### src/rtl/core/assert_macros.svh
// Assertion helpers shared by the RTL. Define ASSERT_OFF to compile them out.
`ifndef ASSERT_MACROS_SVH
`define ASSERT_MACROS_SVH
`ifndef ASSERT_OFF
`define ASSERT_CLK(label, clk, rst_n, prop, msg) \
  label: assert property (@(posedge clk) disable iff (!rst_n) prop) else $error(msg);
`define ASSERT_NEVER(label, clk, rst_n, cond, msg) \
  label: assert property (@(posedge clk) disable iff (!rst_n) !(cond)) else $error(msg);
`else
`define ASSERT_CLK(label, clk, rst_n, prop, msg)
`define ASSERT_NEVER(label, clk, rst_n, cond, msg)
`endif
`endif

### src/rtl/core/olad_pkg.sv
package olad_pkg;

  localparam int unsigned DEPTH       = 32;
  localparam int unsigned VALUE_WIDTH = 32;
  localparam int unsigned ADDR_W      = $clog2(DEPTH);
  localparam int unsigned CNT_W       = $clog2(DEPTH + 1);
  localparam int unsigned FIELD_W     = 32;
  localparam int unsigned ENTRIES_W   = 6;

  typedef logic [VALUE_WIDTH-1:0] value_t;

  typedef enum logic [1:0] {
    ACT_APPEND = 2'd0,
    ACT_DELETE = 2'd1,
    ACT_DUMP   = 2'd2,
    ACT_CLEAR  = 2'd3
  } action_e;

  typedef enum logic [1:0] {
    ST_OK       = 2'd0,
    ST_EMPTY    = 2'd1,
    ST_FULL     = 2'd2,
    ST_NOTFOUND = 2'd3
  } status_e;

  typedef struct packed {
    logic signed [FIELD_W-1:0] read_value;
    logic                      last_of_run;
    status_e                   status;
    logic [ENTRIES_W-1:0]      entries_held;
  } result_t;

endpackage

### src/rtl/core/olad_if.sv
interface olad_req_if;
  import olad_pkg::*;

  logic                      valid;
  logic                      ready;
  action_e                   action;
  logic signed [FIELD_W-1:0] operand_value;

  modport source (output valid, action, operand_value, input ready);
  modport sink (input valid, action, operand_value, output ready);
endinterface

interface olad_rsp_if;
  import olad_pkg::*;

  logic                      valid;
  logic                      ready;
  logic signed [FIELD_W-1:0] read_value;
  logic                      last_of_run;
  status_e                   status;
  logic [ENTRIES_W-1:0]      entries_held;

  modport source (output valid, read_value, last_of_run, status, entries_held, input ready);
  modport sink (input valid, read_value, last_of_run, status, entries_held, output ready);
endinterface

### src/rtl/core/olad_out_stage.sv
module olad_out_stage (
  input  logic              clk_i,
  input  logic              rst_ni,
  input  logic              push_valid_i,
  input  olad_pkg::result_t push_res_i,
  output logic              push_ready_o,
  olad_rsp_if.source        rsp_o
);
  import olad_pkg::*;

  logic    valid_q, valid_d;
  result_t res_q;

  // The register takes a new item in the same cycle that the old one leaves.
  assign push_ready_o = !valid_q || rsp_o.ready;

  always_comb begin
    valid_d = valid_q;
    if (push_valid_i && push_ready_o) begin
      valid_d = 1'b1;
    end else if (rsp_o.ready) begin
      valid_d = 1'b0;
    end
  end

  always_ff @(posedge clk_i or negedge rst_ni) begin
    if (!rst_ni) begin
      valid_q <= 1'b0;
    end else begin
      valid_q <= valid_d;
    end
  end

  always_ff @(posedge clk_i) begin
    if (push_valid_i && push_ready_o) begin
      res_q <= push_res_i;
    end
  end

  assign rsp_o.valid        = valid_q;
  assign rsp_o.read_value   = res_q.read_value;
  assign rsp_o.last_of_run  = res_q.last_of_run;
  assign rsp_o.status       = res_q.status;
  assign rsp_o.entries_held = res_q.entries_held;

endmodule

### src/rtl/core/ordered_list_append_delete.sv
// Ordered list of up to DEPTH signed values with append, delete, dump and clear.
// req_i carries one action and an operand per item; rsp_o returns the results,
// each with a status and the entry count after the action.
// Append, clear, a dump of an empty list and a delete on an empty list give
// their single result in the next cycle, so such items can follow each other
// every cycle while rsp_o.ready stays high.
// A delete streams through the list memory once, reading one entry a cycle
// and writing each entry after the match one place down, then gives its
// single result; no new item is taken before that result is pushed.
// A dump reads one entry a cycle into the output register while the receiver
// keeps rsp_o.ready high, and last_of_run marks the tail entry.
// When the receiver stalls, the output register holds its item and a dump's memory
// read stream pauses with it; no result is dropped or repeated.
// Reset empties the list at once; the memory contents are not cleared since
// only entries below the count are ever read.
`include "assert_macros.svh"

module ordered_list_append_delete (
  input  logic      clk_i,
  input  logic      rst_ni,
  olad_req_if.sink  req_i,
  olad_rsp_if.source rsp_o
);
  import olad_pkg::*;

  localparam logic [1:0] S_IDLE = 2'd0;
  localparam logic [1:0] S_DEL  = 2'd1;
  localparam logic [1:0] S_DUMP = 2'd2;
  localparam logic [1:0] S_EMIT = 2'd3;

  logic [1:0]       state_q, state_d;
  logic [CNT_W-1:0] cnt_q, cnt_d;
  logic [CNT_W-1:0] rd_idx_q, rd_idx_d;
  logic [ADDR_W-1:0] pend_idx_q, pend_idx_d;
  logic             pend_q, pend_d;
  logic             found_q, found_d;
  status_e          st_q, st_d;
  value_t           opv_q, opv_d;

  value_t           mem [DEPTH];
  value_t           rdata_q;
  logic             mem_we, mem_re;
  logic [ADDR_W-1:0] mem_waddr, mem_raddr;
  value_t           mem_wdata;

  logic             push_valid, push_ready;
  result_t          push_res;
  logic             req_fire, issue, push_fire, hit;
  logic [ADDR_W-1:0] last_idx;
  value_t           opv_in;

  assign req_fire = req_i.valid && req_i.ready;
  // The operand is sign-extended or cut to the stored value width.
  assign opv_in   = value_t'(req_i.operand_value);
  assign last_idx = ADDR_W'(cnt_q - CNT_W'(1));
  assign hit      = (rdata_q == opv_q);

  always_comb begin
    state_d     = state_q;
    cnt_d       = cnt_q;
    rd_idx_d    = rd_idx_q;
    pend_idx_d  = pend_idx_q;
    pend_d      = pend_q;
    found_d     = found_q;
    st_d        = st_q;
    opv_d       = opv_q;
    req_i.ready = 1'b0;
    mem_we      = 1'b0;
    mem_waddr   = '0;
    mem_wdata   = opv_in;
    mem_re      = 1'b0;
    mem_raddr   = rd_idx_q[ADDR_W-1:0];
    push_valid  = 1'b0;
    push_res.read_value  = '0;
    push_res.last_of_run = 1'b1;
    push_res.status      = ST_OK;
    issue       = 1'b0;
    push_fire   = 1'b0;

    unique case (state_q)
      S_IDLE: begin
        req_i.ready = push_ready;
        if (req_fire) begin
          case (req_i.action)
            ACT_APPEND: begin
              push_valid = 1'b1;
              if (cnt_q < CNT_W'(DEPTH)) begin
                mem_we    = 1'b1;
                mem_waddr = cnt_q[ADDR_W-1:0];
                cnt_d     = cnt_q + CNT_W'(1);
              end else begin
                push_res.status = ST_FULL;
              end
            end
            ACT_DELETE: begin
              if (cnt_q == '0) begin
                push_valid      = 1'b1;
                push_res.status = ST_NOTFOUND;
              end else begin
                state_d  = S_DEL;
                opv_d    = opv_in;
                rd_idx_d = '0;
                pend_d   = 1'b0;
                found_d  = 1'b0;
              end
            end
            ACT_DUMP: begin
              if (cnt_q == '0) begin
                push_valid      = 1'b1;
                push_res.status = ST_EMPTY;
              end else begin
                state_d  = S_DUMP;
                rd_idx_d = '0;
                pend_d   = 1'b0;
              end
            end
            default: begin
              push_valid = 1'b1;
              cnt_d      = '0;
            end
          endcase
        end
      end

      S_DEL: begin
        issue      = rd_idx_q < cnt_q;
        mem_re     = issue;
        pend_d     = issue;
        pend_idx_d = rd_idx_q[ADDR_W-1:0];
        if (issue) begin
          rd_idx_d = rd_idx_q + CNT_W'(1);
        end
        if (pend_q) begin
          // Past the match every entry moves one place toward the head.
          if (found_q) begin
            mem_we    = 1'b1;
            mem_waddr = pend_idx_q - ADDR_W'(1);
            mem_wdata = rdata_q;
          end else if (hit) begin
            found_d = 1'b1;
          end
          if (pend_idx_q == last_idx) begin
            state_d = S_EMIT;
            if (found_q || hit) begin
              cnt_d = cnt_q - CNT_W'(1);
              st_d  = ST_OK;
            end else begin
              st_d = ST_NOTFOUND;
            end
          end
        end
      end

      S_DUMP: begin
        push_valid           = pend_q;
        push_res.read_value  = FIELD_W'(rdata_q);
        push_res.last_of_run = (pend_idx_q == last_idx);
        push_fire            = pend_q && push_ready;
        // The read data register holds until its item has been pushed.
        issue                = (rd_idx_q < cnt_q) && (!pend_q || push_fire);
        mem_re               = issue;
        if (issue) begin
          rd_idx_d   = rd_idx_q + CNT_W'(1);
          pend_idx_d = rd_idx_q[ADDR_W-1:0];
          pend_d     = 1'b1;
        end else if (push_fire) begin
          pend_d = 1'b0;
        end
        if (push_fire && push_res.last_of_run) begin
          state_d = S_IDLE;
        end
      end

      S_EMIT: begin
        push_valid      = 1'b1;
        push_res.status = st_q;
        if (push_ready) begin
          state_d = S_IDLE;
        end
      end

      default: begin
        state_d = S_IDLE;
      end
    endcase

    push_res.entries_held = ENTRIES_W'(cnt_d);
  end

  always_ff @(posedge clk_i or negedge rst_ni) begin
    if (!rst_ni) begin
      state_q  <= S_IDLE;
      cnt_q    <= '0;
      rd_idx_q <= '0;
      pend_q   <= 1'b0;
      found_q  <= 1'b0;
    end else begin
      state_q  <= state_d;
      cnt_q    <= cnt_d;
      rd_idx_q <= rd_idx_d;
      pend_q   <= pend_d;
      found_q  <= found_d;
    end
  end

  always_ff @(posedge clk_i) begin
    pend_idx_q <= pend_idx_d;
    st_q       <= st_d;
    opv_q      <= opv_d;
  end

  always_ff @(posedge clk_i) begin
    if (mem_we) begin
      mem[mem_waddr] <= mem_wdata;
    end
  end

  always_ff @(posedge clk_i) begin
    if (mem_re) begin
      rdata_q <= mem[mem_raddr];
    end
  end

  olad_out_stage u_out_stage (
    .clk_i        (clk_i),
    .rst_ni       (rst_ni),
    .push_valid_i (push_valid),
    .push_res_i   (push_res),
    .push_ready_o (push_ready),
    .rsp_o        (rsp_o)
  );

  `ASSERT_NEVER(a_cnt_bound, clk_i, rst_ni, cnt_q > CNT_W'(DEPTH), "entry count above depth")
  `ASSERT_CLK(a_append_grows, clk_i, rst_ni, (req_fire && req_i.action == ACT_APPEND && cnt_q < CNT_W'(DEPTH)) |=> (cnt_q == $past(cnt_q) + CNT_W'(1)), "append did not grow the list")
  `ASSERT_NEVER(a_port_clash, clk_i, rst_ni, mem_we && mem_re && (mem_waddr == mem_raddr), "read and write hit the same entry")
  `ASSERT_CLK(a_pend_in_list, clk_i, rst_ni, ((state_q == S_DUMP || state_q == S_DEL) && pend_q) |-> (CNT_W'(pend_idx_q) < cnt_q), "pending read outside the list")

endmodule

### src/flat_wrapper.sv
// flat-port wrapper written by rule: the top's interface ports become plain ports
module ordered_list_append_delete_flat import olad_pkg::*;
  (clk_i, rst_ni, req_i_valid, req_i_action, req_i_operand_value, req_i_ready, rsp_o_valid, rsp_o_read_value, rsp_o_last_of_run, rsp_o_status, rsp_o_entries_held, rsp_o_ready);
  olad_req_if req_i_i ();
  olad_rsp_if rsp_o_i ();
  input  logic clk_i;
  input  logic rst_ni;
  input wire logic [$bits(req_i_i.valid)-1:0] req_i_valid;
  input wire logic [$bits(req_i_i.action)-1:0] req_i_action;
  input wire logic [$bits(req_i_i.operand_value)-1:0] req_i_operand_value;
  output wire logic [$bits(req_i_i.ready)-1:0] req_i_ready;
  output wire logic [$bits(rsp_o_i.valid)-1:0] rsp_o_valid;
  output wire logic [$bits(rsp_o_i.read_value)-1:0] rsp_o_read_value;
  output wire logic [$bits(rsp_o_i.last_of_run)-1:0] rsp_o_last_of_run;
  output wire logic [$bits(rsp_o_i.status)-1:0] rsp_o_status;
  output wire logic [$bits(rsp_o_i.entries_held)-1:0] rsp_o_entries_held;
  input wire logic [$bits(rsp_o_i.ready)-1:0] rsp_o_ready;
  assign req_i_i.valid = req_i_valid;
  assign req_i_i.action = req_i_action;
  assign req_i_i.operand_value = req_i_operand_value;
  assign req_i_ready = req_i_i.ready;
  assign rsp_o_valid = rsp_o_i.valid;
  assign rsp_o_read_value = rsp_o_i.read_value;
  assign rsp_o_last_of_run = rsp_o_i.last_of_run;
  assign rsp_o_status = rsp_o_i.status;
  assign rsp_o_entries_held = rsp_o_i.entries_held;
  assign rsp_o_i.ready = rsp_o_ready;
  ordered_list_append_delete u_core (.clk_i(clk_i), .rst_ni(rst_ni), .req_i(req_i_i), .rsp_o(rsp_o_i));
endmodule
### config.mk
export PLATFORM = sky130hd
export DESIGN_NAME = ordered_list_append_delete_flat
export DESIGN_NICKNAME = d
export VERILOG_FILES = /design/src/rtl/core/olad_pkg.sv /design/src/rtl/core/olad_if.sv /design/src/rtl/core/olad_out_stage.sv /design/src/rtl/core/ordered_list_append_delete.sv /design/src/flat_wrapper.sv
export VERILOG_INCLUDE_DIRS = /design/src /design/src/rtl/core
export SDC_FILE = /design/constraint.sdc
export NUM_CORES = 1
export LEC_CHECK = 0
export BUFFER_PORTS_ARGS = -buffer_cell sky130_fd_sc_hd__buf_2
export CAP_MARGIN = 20
export CORE_ASPECT_RATIO = 0.8
export CORE_MARGIN = 2
export CORE_UTILIZATION = 50
export DETAILED_ROUTE_END_ITERATION = 16
export GPL_TIMING_DRIVEN = 0
export MAX_ROUTING_LAYER = met4
export PLACE_DENSITY = 0.67
export SLEW_MARGIN = 20
export SYNTH_ARGS = -nofsm -noshare
export SYNTH_HDL_FRONTEND = slang
export SYNTH_SLANG_ARGS = --single-unit
### constraint.sdc
create_clock -name clk_i -period 7.55 [get_ports clk_i]
set_clock_uncertainty 0.2 [all_clocks]
set_input_delay 1.51 -clock clk_i [delete_from_list [all_inputs] [get_ports clk_i]]
set_output_delay 1.51 -clock clk_i [all_outputs]
set_load 0.02 [all_outputs]
== After elaboration in Yosys (flattened, before gate mapping) ==
Memory sizes are Yosys's and may differ from the RTL's. A register that Yosys moved wholly into a read port is not among the register bits.
Index checks and enable logic that the tools add are counted.

* Output and inout port bits: 43
* Word-level logic and storage cells: 135
* Register bits: 97
* Memories: 1
* Bits of input ports: 38
* Bits in writable memories: 1,024

* $lt $le $gt $ge: 2
* Reduce and logical (&&, ||, !) cells: 25
* $add $sub $neg: 4
* Muxes and demuxes: 68
* Equal/unequal tests: 21
* Bitwise logic cells: 1

{| class="wikitable"
|+ Memories
! memory !! depth !! bits a word !! rd ports !! clocked after memory_dff !! wr ports !! line !! text
|-
| u_core.mem || 32 || 32 || 1 || 1 || 1 || ordered_list_append_delete.sv:40 || <nowiki>value_t mem [DEPTH];</nowiki>
|}

{| class="wikitable"
|+ Operators by type and width
! operator !! count
|-
| $mux W32 || 3
|-
| $mux W6 || 10
|-
| $eq A32 B32 Y1 || 1
|-
| $mux W5 || 6
|-
| $mux W1 || 24
|-
| $pmux W6 S2 || 2
|-
| $mux W2 || 11
|-
| $pmux W5 S2 || 2
|-
| $pmux W6 S3 || 1
|-
| $ne A2 B1 Y1 const B || 7
|-
| $add A6 B1 Y6 const B || 2
|-
| $reduce_and A5 Y1 || 2
|-
| $ne A3 B3 Y1 const B || 3
|-
| $pmux W2 S2 || 2
|-
| $pmux W2 S4 || 1
|-
| $reduce_and A8 Y1 || 1
|-
| $eq A2 B2 Y1 const B || 3
|-
| $logic_not A6 Y1 || 1
|-
| $lt A6 B6 Y1 || 1
|-
| $lt A6 B6 Y1 const B || 1
|-
| $ne A2 B2 Y1 const B || 3
|-
| $pmux W1 S2 || 3
|-
| $pmux W1 S3 || 2
|-
| $pmux W2 S3 || 1
|-
| other kinds (17) || 28
|}

== Longest topological paths before layout ==
* Depth after elaboration: 8
* Mapped depth: 11
* Mapped depth without buffers: 8

== Hierarchy ==
From an unflattened synthesis, not the netlist that was laid out.

* Cells, all modules: 2,035
* Area, all modules: 45,001.9 sq um

{| class="wikitable"
|+ Modules (own cells, without submodules)
! module !! area an instance (sq um) !! instances !! cells each
|-
| ordered_list_append_delete || 43,716.9 || 1 || 1,990
|-
| olad_out_stage || 1,285.0 || 1 || 45
|}

== Worst setup path after synthesis ==
Ideal clock, no wire load.

* Kind: input to register
* Start: input req_i_action[0]
* End: memory u_core.mem[20][0] in the netlist's numbering (enable)
* Slack: 2,501 ps
* Data arrival time: 4,428 ps
* Buffers on the path: 1
* Stages: 7
* Setup time: 421 ps
* Data required time: 6,929 ps
* Path through: inv_1 > ha_1 > clkbuf_1 > nor4b_2 > a22oi_1 > or3_1 > nor2_1

* Cells in the longest elaborated chain, start to end: 6
* Elaborated cells on any way between the ends: 9

{| class="wikitable"
|+ RTL lines
! element !! line !! text
|-
| start: declaration || flat_wrapper.sv:9 || <nowiki>input wire logic [$bits(req_i_i.action)-1:0] req_i_action;</nowiki>
|-
| $logic_not A2 Y1 * || ordered_list_append_delete.sv:84 || <nowiki>case (req_i.action)</nowiki>
|-
| $mux W1 || ordered_list_append_delete.sv:84 ||
|-
| $mux W1 || ordered_list_append_delete.sv:83 || <nowiki>if (req_fire) begin</nowiki>
|-
| $pmux W1 S2 || ordered_list_append_delete.sv:80 || <nowiki>unique case (state_q)</nowiki>
|-
| $mux W1 || ordered_list_append_delete.sv:213 || <nowiki>if (mem_we) begin</nowiki>
|-
| $mux W1 (implied by the code) || ordered_list_append_delete.sv:214 || <nowiki>mem[mem_waddr] <= mem_wdata;</nowiki>
|-
| end: declaration || ordered_list_append_delete.sv:40 ||
|}

Every way passes the cells marked *; elsewhere a longest branch is shown, timed or not.

== Final worst setup path ==
* Start: input req_i_action[0]
* End: memory u_core.mem[23][10] in the netlist's numbering (enable)

The elaborated chain is that of the path after synthesis.

==> flow_summary.json <==
{
  "dr.pass1.iters": 7,
  "worstPathRequired_ns": 7.71,
  "grt_pass1_wl_um": 161000,
  "holdPathEnd": "u_core.pend_idx_q[0]",
  "r2r_start": "u_core.state_q[1]",
  "cts_buffers": 108,
  "yosys_warnings": 0,
  "hold_depth": 0,
  "hold_start": "u_core.rd_idx_q[0]",
  "arrival_ns": 4.91,
  "finalPower_mw": 17.5,
  "post-cts-setup-buffers": 0,
  "drt-wirelength-per-cell_um": 31.7,
  "synth_edf_count": 1135,
  "yosysSeqAreaShare_pct": 76.4,
  "hold_class": "reg2reg",
  "clk_pin_slew_ns": 0.06,
  "max_cap_violations": 0,
  "crit_path_frequent_cell": "nand2_1",
  "crit_family": "simple AND/OR/NAND/NOR gates",
  "cts_tree": "yes",
  "post-route-period-util_pct": 62.9,
  "synth_cells": 2050,
  "yosysUniqueCellTypes": 62,
  "grt_pass1_vias": 22055,
  "num_antenna_cells": 0,
  "cts_resized": 0,
  "criticalPathCategory": "in2reg",
  "period_needed_ns": 4.75,
  "antenna_found_initial": 3,
  "dp_hpwl_um": 75700,
  "cts_sinks": 1152,
  "die_x_um": 340,
  "peakVddDrop_mv": 0.211,
  "critPathLaunchType": "input port",
  "fp.dieH_um": 273,
  "cp_max_fo": 17,
  "synth_area_um2": 45200,
  "syn_nets": 2109,
  "coreArea_um2": 89400,
  "rr_worst_depth": 10,
  "grt_use_total_pct": 25.5,
  "drive_gt1_share_pct": 31.2,
  "htreeDepth": 3,
  "initial_core_util_pct": 50.5,
  "p_per_area_nw_per_um2": 336,
  "synthFlopType": "edfxtp_1",
  "cp-end-kind": "flip-flop",
  "hold_buffers": 0,
  "die_area_um2": 92800,
  "utilization_pct": 58.4,
  "antenna_left": 0,
  "num_vias": 22494,
  "place_congestion": 0.876,
  "worst_slew_pin_slew_ns": 1.15,
  "final_common_cell": "edfxtp_1",
  "synthToLayoutAreaGrowth_pct": 15.5,
  "pin_count": 81,
  "syn_avg_cell_area_um2": 22.0,
  "clk_latency_ns": 0.69,
  "cp_cell_sequence": "buf_2 -> inv_1 -> ha_1 -> clkbuf_1 -> nor4b_2 -> nand2_1 -> o21ai_0 -> nand2_1 -> nor2_4 -> buf_12",
  "fmaxAchievable_mhz": 211,
  "status": "completed",
  "dr.first_iter.drc_count": 3593,
  "rows": 98,
  "cpPeakStageDelay_ns": 0.85,
  "maxSlewHeadroom_pct": 23.6,
  "drt_wl_total_um": 114000,
  "r2r_end": "u_core.mem[23][10]",
  "r2r_setup_slack_ns": 2.83,
  "layout_common_cells": "edfxtp_1 (1135), mux4_2 (320), nand2_1 (129)",
  "drc": 0,
  "port_buffers": 80,
  "grt_max_degree": 33,
  "root_buffer": "clkbuf_16",
  "slew_viol_final": 0,
  "cp_num_buf_inv": 4,
  "overflow": 0,
  "setup_viol": 0,
  "p_leak_nw": 16.3,
  "ys_async_sr_fraction_pct": 1.48,
  "rsz0062_at_grt": "no",
  "vias_per_cell": 6.27,
  "finalNetCount": 2353,
  "cts_buffer_depth": 3,
  "synth_seq_cells": 1152,
  "hold_violations": 0,
  "crit_slowest_cell": "nor2_4",
  "tns_ns": 0
}
## report_power, final
part | total (mW) | internal [mW] | leakage [nW] | switching (mW)
combinational | 4.29 | 1.88 | 4.09 | 2.41
clock | 5.66 | 3.30 | 1.81 | 2.36
sequential | 7.59 | 7.40 | 10.4 | 0.194
## cell type report
| type | count | area (µm²) |
|---|---|---|
| fillers | 6272 | 37200 |
| flip-flops and latches | 1152 | 34500 |
| multi-input cells | 772 | 10300 |
| clock buffers | 125 | 2820 |
| repair buffers | 134 | 1530 |
| well taps | 1200 | 1500 |
| clock inverters | 77 | 877 |
| plain buffers | 105 | 513 |
| inverters | 21 | 81.3 |
## synthesized netlist by cell type, drive strengths merged (2+ instances only)
cell / number / area share, %
a211o: 2 / 0.039
a21oi: 12 / 0.13
a221oi: 3 / 0.072
a22o: 4 / 0.078
a22oi: 6 / 0.10
a31oi: 2 / 0.028
and2: 33 / 0.46
and3: 3 / 0.042
buf: 41 / 0.59
clkbuf: 64 / 0.53
dfrtp: 17 / 0.94
edfxtp: 1135 / 75
ha: 21 / 0.58
inv: 21 / 0.17
mux2: 35 / 0.87
mux4: 320 / 16
nand2: 131 / 1.1
nand2b: 7 / 0.097
nand3: 19 / 0.21
nand3b: 2 / 0.033
nand4: 3 / 0.042
nor2: 50 / 0.42
nor2b: 2 / 0.028
nor3: 11 / 0.12
nor3b: 3 / 0.050
nor4: 9 / 0.12
o211ai: 3 / 0.050
o21ai: 13 / 0.14
o21bai: 3 / 0.050
o22ai: 3 / 0.042
or3: 2 / 0.028
or3b: 2 / 0.039
or4b: 4 / 0.089
xnor2: 7 / 0.14
xor2: 37 / 0.72
## flip-flops by register name, indices dropped and copies added (netlist names)
signal,flops
u_core.u_out_stage.rsp_o.read_value,32
u_core.u_out_stage.rsp_o.valid,1
u_core.u_out_stage.rsp_o.last_of_run,1
u_core.u_out_stage.rsp_o.entries_held,6
u_core.pend_q,1
u_core.opv_q,32
u_core.st_q,1
u_core.pend_idx_q,5
u_core.cnt_q,6
u_core.rdata_q,32
u_core.u_out_stage.rsp_o.status,2
u_core.found_q,1
u_core.mem,1024
u_core.state_q,2
u_core.rd_idx_q,6
## cell families after synthesis
logic type	Yosys count	synth area share, %
and+or+nand+nor	285	2.95
buffers and inverters	126	1.30
adders and majority gates	21	0.582
muxes	356	16.8
xor gates and xnor gates	44	0.853
DFF	1152	76.4
AOI/OAI and AO/OA	66	1.08
## per-stage QoR
stage | worst slack, ns | cells | hold slack (ns) | cell area (µm²)
final | 2.80 | 3586 | 0.291 | 52200
after detailed placement | 2.15 | 3383 | 0.275 | 48400
after global routing | 2.62 | 3586 | 0.308 | 52200
after global placement | -0.00727 | 3330 | 0.267 | 47100
after CTS | 2.85 | 3585 | 0.290 | 52100
after floorplan | 2.50 | 2050 | 0.248 | 45200
## worst max path at each step
stage / slack [ns] / end / from / cells past startpoint
floorplan: 2.50 / u_core.mem[20][0] / req_i_action[0] / 7
global placement: -0.007 / u_core.mem[14][9] / req_i_action[0] / 8
detailed placement: 2.15 / u_core.mem[23][10] / req_i_action[0] / 10
CTS: 2.85 / u_core.mem[23][20] / req_i_action[0] / 10
global route: 2.62 / u_core.mem[23][13] / req_i_action[0] / 10
finish: 2.80 / u_core.mem[23][10] / req_i_action[0] / 10
## metal layers
layer	vias to the layer above	wire [µm]	track usage (%)
met2	1252	53200	38.2
met4	0	2830	6.32
met3	179	11100	4.17
met1	12034	46400	37.1
li1	9029	-	-
met5	-	0	-
(Power assumes the default switching activity.)
